File: src/rtl/bitmap_kth_set_bit_select_core_defines.svh
// Assertion macros for the bitmap select core.
`ifndef BITMAP_KTH_SET_BIT_SELECT_CORE_DEFINES_SVH
`define BITMAP_KTH_SET_BIT_SELECT_CORE_DEFINES_SVH

`ifndef NO_ASSERTIONS
`define BKSS_ASSERT(lbl, prop) \
  lbl: assert property (@(posedge clk_i) disable iff (!rst_ni) (prop)) \
    else $error("bkss assertion failed");
`define BKSS_ASSERT_NEXT(lbl, ante, cons) \
  lbl: assert property (@(posedge clk_i) disable iff (!rst_ni) (ante) |=> (cons)) \
    else $error("bkss assertion failed");
`else
`define BKSS_ASSERT(lbl, prop)
`define BKSS_ASSERT_NEXT(lbl, ante, cons)
`endif

`endif

File: src/rtl/bkss_pkg.sv
`default_nettype none

package bkss_pkg;

  localparam int unsigned WORD_W        = 64;
  localparam int unsigned BIT_IDX_W     = 6;
  localparam int unsigned RANK_W        = 20;
  localparam int unsigned POS_W         = 20;
  localparam int unsigned TOTAL_W       = 21;
  localparam int unsigned MAX_WORDS_DEF = 16384;
  localparam int unsigned QUEUE_DEPTH   = 2;

  typedef enum logic [1:0] {
    OP_CLEAR  = 2'd0,
    OP_APPEND = 2'd1,
    OP_SELECT = 2'd2,
    OP_NONE   = 2'd3
  } op_e;

  typedef struct packed {
    op_e                 op;
    logic [WORD_W-1:0]   word;
    logic [RANK_W-1:0]   rank;
  } cmd_t;

endpackage

`default_nettype wire

File: src/rtl/bkss_front.sv
`default_nettype none

module bkss_front import bkss_pkg::*; (
  input  wire logic              clk_i,
  input  wire logic              rst_ni,
  input  wire logic              in_valid_i,
  output logic                   in_stall_o,
  input  wire logic [1:0]        op_i,
  input  wire logic [WORD_W-1:0] bitmap_word_i,
  input  wire logic [RANK_W-1:0] rank_i,
  output logic                   cmd_valid_o,
  output cmd_t                   cmd_o,
  input  wire logic              cmd_pop_i
);

  localparam int unsigned PtrW = (QUEUE_DEPTH > 1) ? $clog2(QUEUE_DEPTH) : 1;
  localparam int unsigned CntW = $clog2(QUEUE_DEPTH + 1);

  cmd_t            queue_q [QUEUE_DEPTH];
  logic [PtrW-1:0] wr_ptr_q, wr_ptr_d;
  logic [PtrW-1:0] rd_ptr_q, rd_ptr_d;
  logic [CntW-1:0] cnt_q, cnt_d;
  logic            push;
  logic            pop;
  op_e             op_in;
  cmd_t            cmd_in;

  assign op_in       = op_e'(op_i);
  assign in_stall_o  = (cnt_q == CntW'(QUEUE_DEPTH));
  // unused op code is taken and dropped here
  assign push        = in_valid_i && !in_stall_o && (op_in != OP_NONE);
  assign pop         = cmd_pop_i && (cnt_q != '0);
  assign cmd_valid_o = (cnt_q != '0);
  assign cmd_o       = queue_q[rd_ptr_q];

  always_comb begin
    cmd_in.op   = op_in;
    cmd_in.word = bitmap_word_i;
    cmd_in.rank = rank_i;
  end

  always_comb begin
    wr_ptr_d = wr_ptr_q;
    rd_ptr_d = rd_ptr_q;
    cnt_d    = cnt_q;
    if (push) begin
      wr_ptr_d = (wr_ptr_q == PtrW'(QUEUE_DEPTH - 1)) ? '0 : wr_ptr_q + 1'b1;
    end
    if (pop) begin
      rd_ptr_d = (rd_ptr_q == PtrW'(QUEUE_DEPTH - 1)) ? '0 : rd_ptr_q + 1'b1;
    end
    if (push && !pop) begin
      cnt_d = cnt_q + 1'b1;
    end else if (pop && !push) begin
      cnt_d = cnt_q - 1'b1;
    end
  end

  always_ff @(posedge clk_i or negedge rst_ni) begin
    if (!rst_ni) begin
      wr_ptr_q <= '0;
      rd_ptr_q <= '0;
      cnt_q    <= '0;
    end else begin
      wr_ptr_q <= wr_ptr_d;
      rd_ptr_q <= rd_ptr_d;
      cnt_q    <= cnt_d;
    end
  end

  always_ff @(posedge clk_i) begin
    if (push) begin
      queue_q[wr_ptr_q] <= cmd_in;
    end
  end

endmodule

`default_nettype wire

File: config.mk
export PLATFORM = sky130hd
export DESIGN_NAME = bkss_front
export DESIGN_NICKNAME = d
export VERILOG_FILES = /design/src/rtl/bitmap_kth_set_bit_select_core_defines.svh /design/src/rtl/bkss_pkg.sv /design/src/rtl/bkss_front.sv
export SDC_FILE = /design/constraint.sdc
export NUM_CORES = 1
export LEC_CHECK = 0
export BUFFER_PORTS_ARGS = -buffer_cell sky130_fd_sc_hd__buf_2
export CORE_ASPECT_RATIO = 1.5
export CORE_MARGIN = 8
export CORE_UTILIZATION = 50
export DETAILED_ROUTE_END_ITERATION = 10
export PLACE_DENSITY = 0.77
export SLEW_MARGIN = 20
export SYNTH_ARGS = -nofsm -noshare
export SYNTH_HDL_FRONTEND = slang
export SYNTH_SLANG_ARGS = --single-unit
export TNS_END_PERCENT = 5
File: constraint.sdc
create_clock -name clk_i -period 6.8 [get_ports clk_i]
set_input_delay 1.36 -clock clk_i [delete_from_list [all_inputs] [get_ports clk_i]]
set_output_delay 1.36 -clock clk_i [all_outputs]
set_load 0.005 [all_outputs]
==> flow_metrics.env <==
export IMPL_fp_row_count=51
export IMPL_synth_top_family_by_area="multiplexers"
export IMPL_vias_per_cell=5.01
export IMPL_power_per_cell_area_mw_per_mm2=412
export IMPL_crit_slowest_cell="dfrtp_4"
export IMPL_multi_input_area_sq_mm=0.00119
export IMPL_antenna_found_initial=0
export IMPL_startpoint="rd_ptr_q"
export IMPL_status="finished clean"
export IMPL_power_total_mw=3.39
export IMPL_path_class="reg2out"
export IMPL_synthMuxAreaShare_pct=16.6
export IMPL_portBuffers=177
export IMPL_holdBufCountCts=0
export IMPL_finalSetupViolations=0
export IMPL_cp_max_fo=46
export IMPL_place_ws_ns=3.21
export IMPL_initial_core_util_pct=50.7
export IMPL_clkTransAtPathRegs_ns=0.06
export IMPL_firstDrtPassIters=4
export IMPL_postSynthCellCount=288
export IMPL_pin_count=178
export IMPL_ctsResizeCount=0
export IMPL_finalSetupTns_ns=0
export IMPL_yosysSeqAreaShare_pct=80.6
export IMPL_maxSlewHeadroom_pct=54.4
export IMPL_post_cts_repair_setup_buffers=0
export IMPL_synth_seq_cells=176
export IMPL_clk_insertion_delay_late_ns=0.41
export IMPL_cpPeakStageDelay_ns=0.85
export IMPL_cts_buffers=17
export IMPL_path_buf_inv=2
export IMPL_hold_worst_slack_ns=0.484
export IMPL_synth_adder_area_share_pct=0.192
export IMPL_routedWlPerCell_microns=19.1
export IMPL_avgSynthCellArea_sq_um=22.7
export IMPL_crit_path_start_kind="register"
export IMPL_drive_above_1_share_pct=61.6
export IMPL_area_growth_pct=26.3
export IMPL_power_leakage_nw=3.19
export IMPL_cts_num_sinks=176
export IMPL_rsz0062_at_grt="false"
export IMPL_fmax_ghz=0.259
export IMPL_gp_congestion=0.705
export IMPL_final_hold_violation_count=0
export IMPL_tightest_slew_ns=0.684
export IMPL_drtIter0Drc=112
export IMPL_register_area_sq_mm=0.00527
export IMPL_yosysWarningCount=0
export IMPL_critPathArrivalTime_ns=2.51
export IMPL_cp_cell_sequence="buf_4, mux2_2, buf_2"
export IMPL_syn_num_nets=379
export IMPL_layout_setup_ws_ns=2.93
export IMPL_ant_nets=0
export IMPL_worst_clock_skew_ns=0.00834
export IMPL_synth_xor_xnor_area_share_pct=0.671
export IMPL_nFillCells=928
export IMPL_min_from="cnt_q[1]"
export IMPL_num_antenna_cells=0
export IMPL_hp_class="reg2reg"
export IMPL_slew_viol_final=0
export IMPL_drc=0
export IMPL_layout_common_cells="buf_2 (177), edfxtp_1 (172), mux2_2 (56)"
export IMPL_die_area_sq_mm=0.0170
export IMPL_reg2reg_from="cnt_q[1]"
export IMPL_post_route_period_util_pct=56.9
export IMPL_grt_first_pass_wirelength_mm=18.8
export IMPL_syn_cell_area_sq_mm=0.00653
export IMPL_mostFrequentLayoutCell="buf_2"
export IMPL_min_period_ns=3.87
export IMPL_post_dp_hpwl_mm=8.96
export IMPL_vias=3264
export IMPL_vdd_drop_max_mv=0.270
export IMPL_cts_tree="built"
export IMPL_grt_pass1_vias=3720
export IMPL_worst_ep_required_time_ns=5.44
export IMPL_synth_cell_types=15
export IMPL_cp_top_family="flip-flops"
export IMPL_cts_buffer_depth=2
export IMPL_grt_ovfl_total=0
export IMPL_endpoint_kind="output port"
export IMPL_fin_util_pct=64.0
export IMPL_clockRootBuffer="clkbuf_16"
export IMPL_core_area_sq_mm=0.0129
export IMPL_die_h_microns=156
export IMPL_cts_htree_levels=4
export IMPL_grt_start_max_net_pins=47
export IMPL_final_nets=570
export IMPL_yosys_area_share_simple_pct=0.594
export IMPL_grt_usage_pct=14.9
export IMPL_fp_dieW_microns=109
export IMPL_synth_compound_area_share_pct=0
export IMPL_wl_mm=12.5
export IMPL_max_cap_violations=0
[logic make-up (layout without fill, tap and decap cells)]
| kind of cell | Yosys count | count (layout) |
|---|---|---|
| DFF | 176 | 176 |
| and+or+nand+nor | 8 | 8 |
| muxes | 86 | 86 |
| buffers and inverters | 12 | 216 |
| adders and majority gates | 1 | 1 |
| xor gates and xnor gates | 5 | 5 |
[cell type report]
class	count	share of cell area, %
sequential	176	63.9
multi-input combinational	100	14.4
timing repair buffer	182	11.5
clock buffer	18	5.20
clock inverter	14	2.44
tap	159	2.41
inverter	2	0.0910
[through the flow]
stage,instances,instance area [sq um]
final,651,8250
after global routing,651,8250
after CTS,651,8250
after detailed placement,619,7610
after global placement,617,7570
after floorplan,288,6530
[report_power, final]
| part | switching, mW | total [mW] | internal [mW] |
|---|---|---|---|
| combinational | 0.385 | 0.852 | 0.467 |
| sequential | 0.104 | 1.53 | 1.42 |
| clock | 0.393 | 1.02 | 0.623 |
[final timing paths]
kind                                  end  slack (ns)  depth (start not counted)
max in group asynchronous        rd_ptr_q        5.90                          1
min reg2reg                      cnt_q[1]        0.48                          1
min in group asynchronous        wr_ptr_q        0.75                          1
min                              cnt_q[1]        0.48                          1
max                             cmd_o[78]        2.93                          3
max reg2reg                queue_q[1][79]        4.15                          5
[flip-flops by register name (all words and copies together) (netlist names)]
register and flops:
rd_ptr_q 1, cnt_q 2, queue_q 172, wr_ptr_q 1
[Yosys cell counts]
cell      number  area [sq um]
dfrtp_1        4           100
inv_1          2          7.51
xor2_1         2          17.5
buf_6          5          56.3
edfxtp_1     172          5160
nand3b_1       1          7.51
xnor2_1        3          26.3
nor2_1         3          11.3
ha_1           1          12.5
mux2_2        56           631
buf_2          5          25.0
mux2_4        30           450
or2_2          1          6.26
nor2b_1        1          6.26
nand2_1        2          7.51
[metal layers]
metal  part of all wire [%]  global-route usage [%]  up-vias  routed length [microns]
li1                       -                       -     1518                        -
met1                     33                    13.9     1606                     4160
met2                     57                    27.8      116                     7120
met3                    7.0                    4.80       24                      869
met4                    2.5                    7.62        0                      316
met5                      0                       0        -                        0
Power figures use the tool's default switching activity.
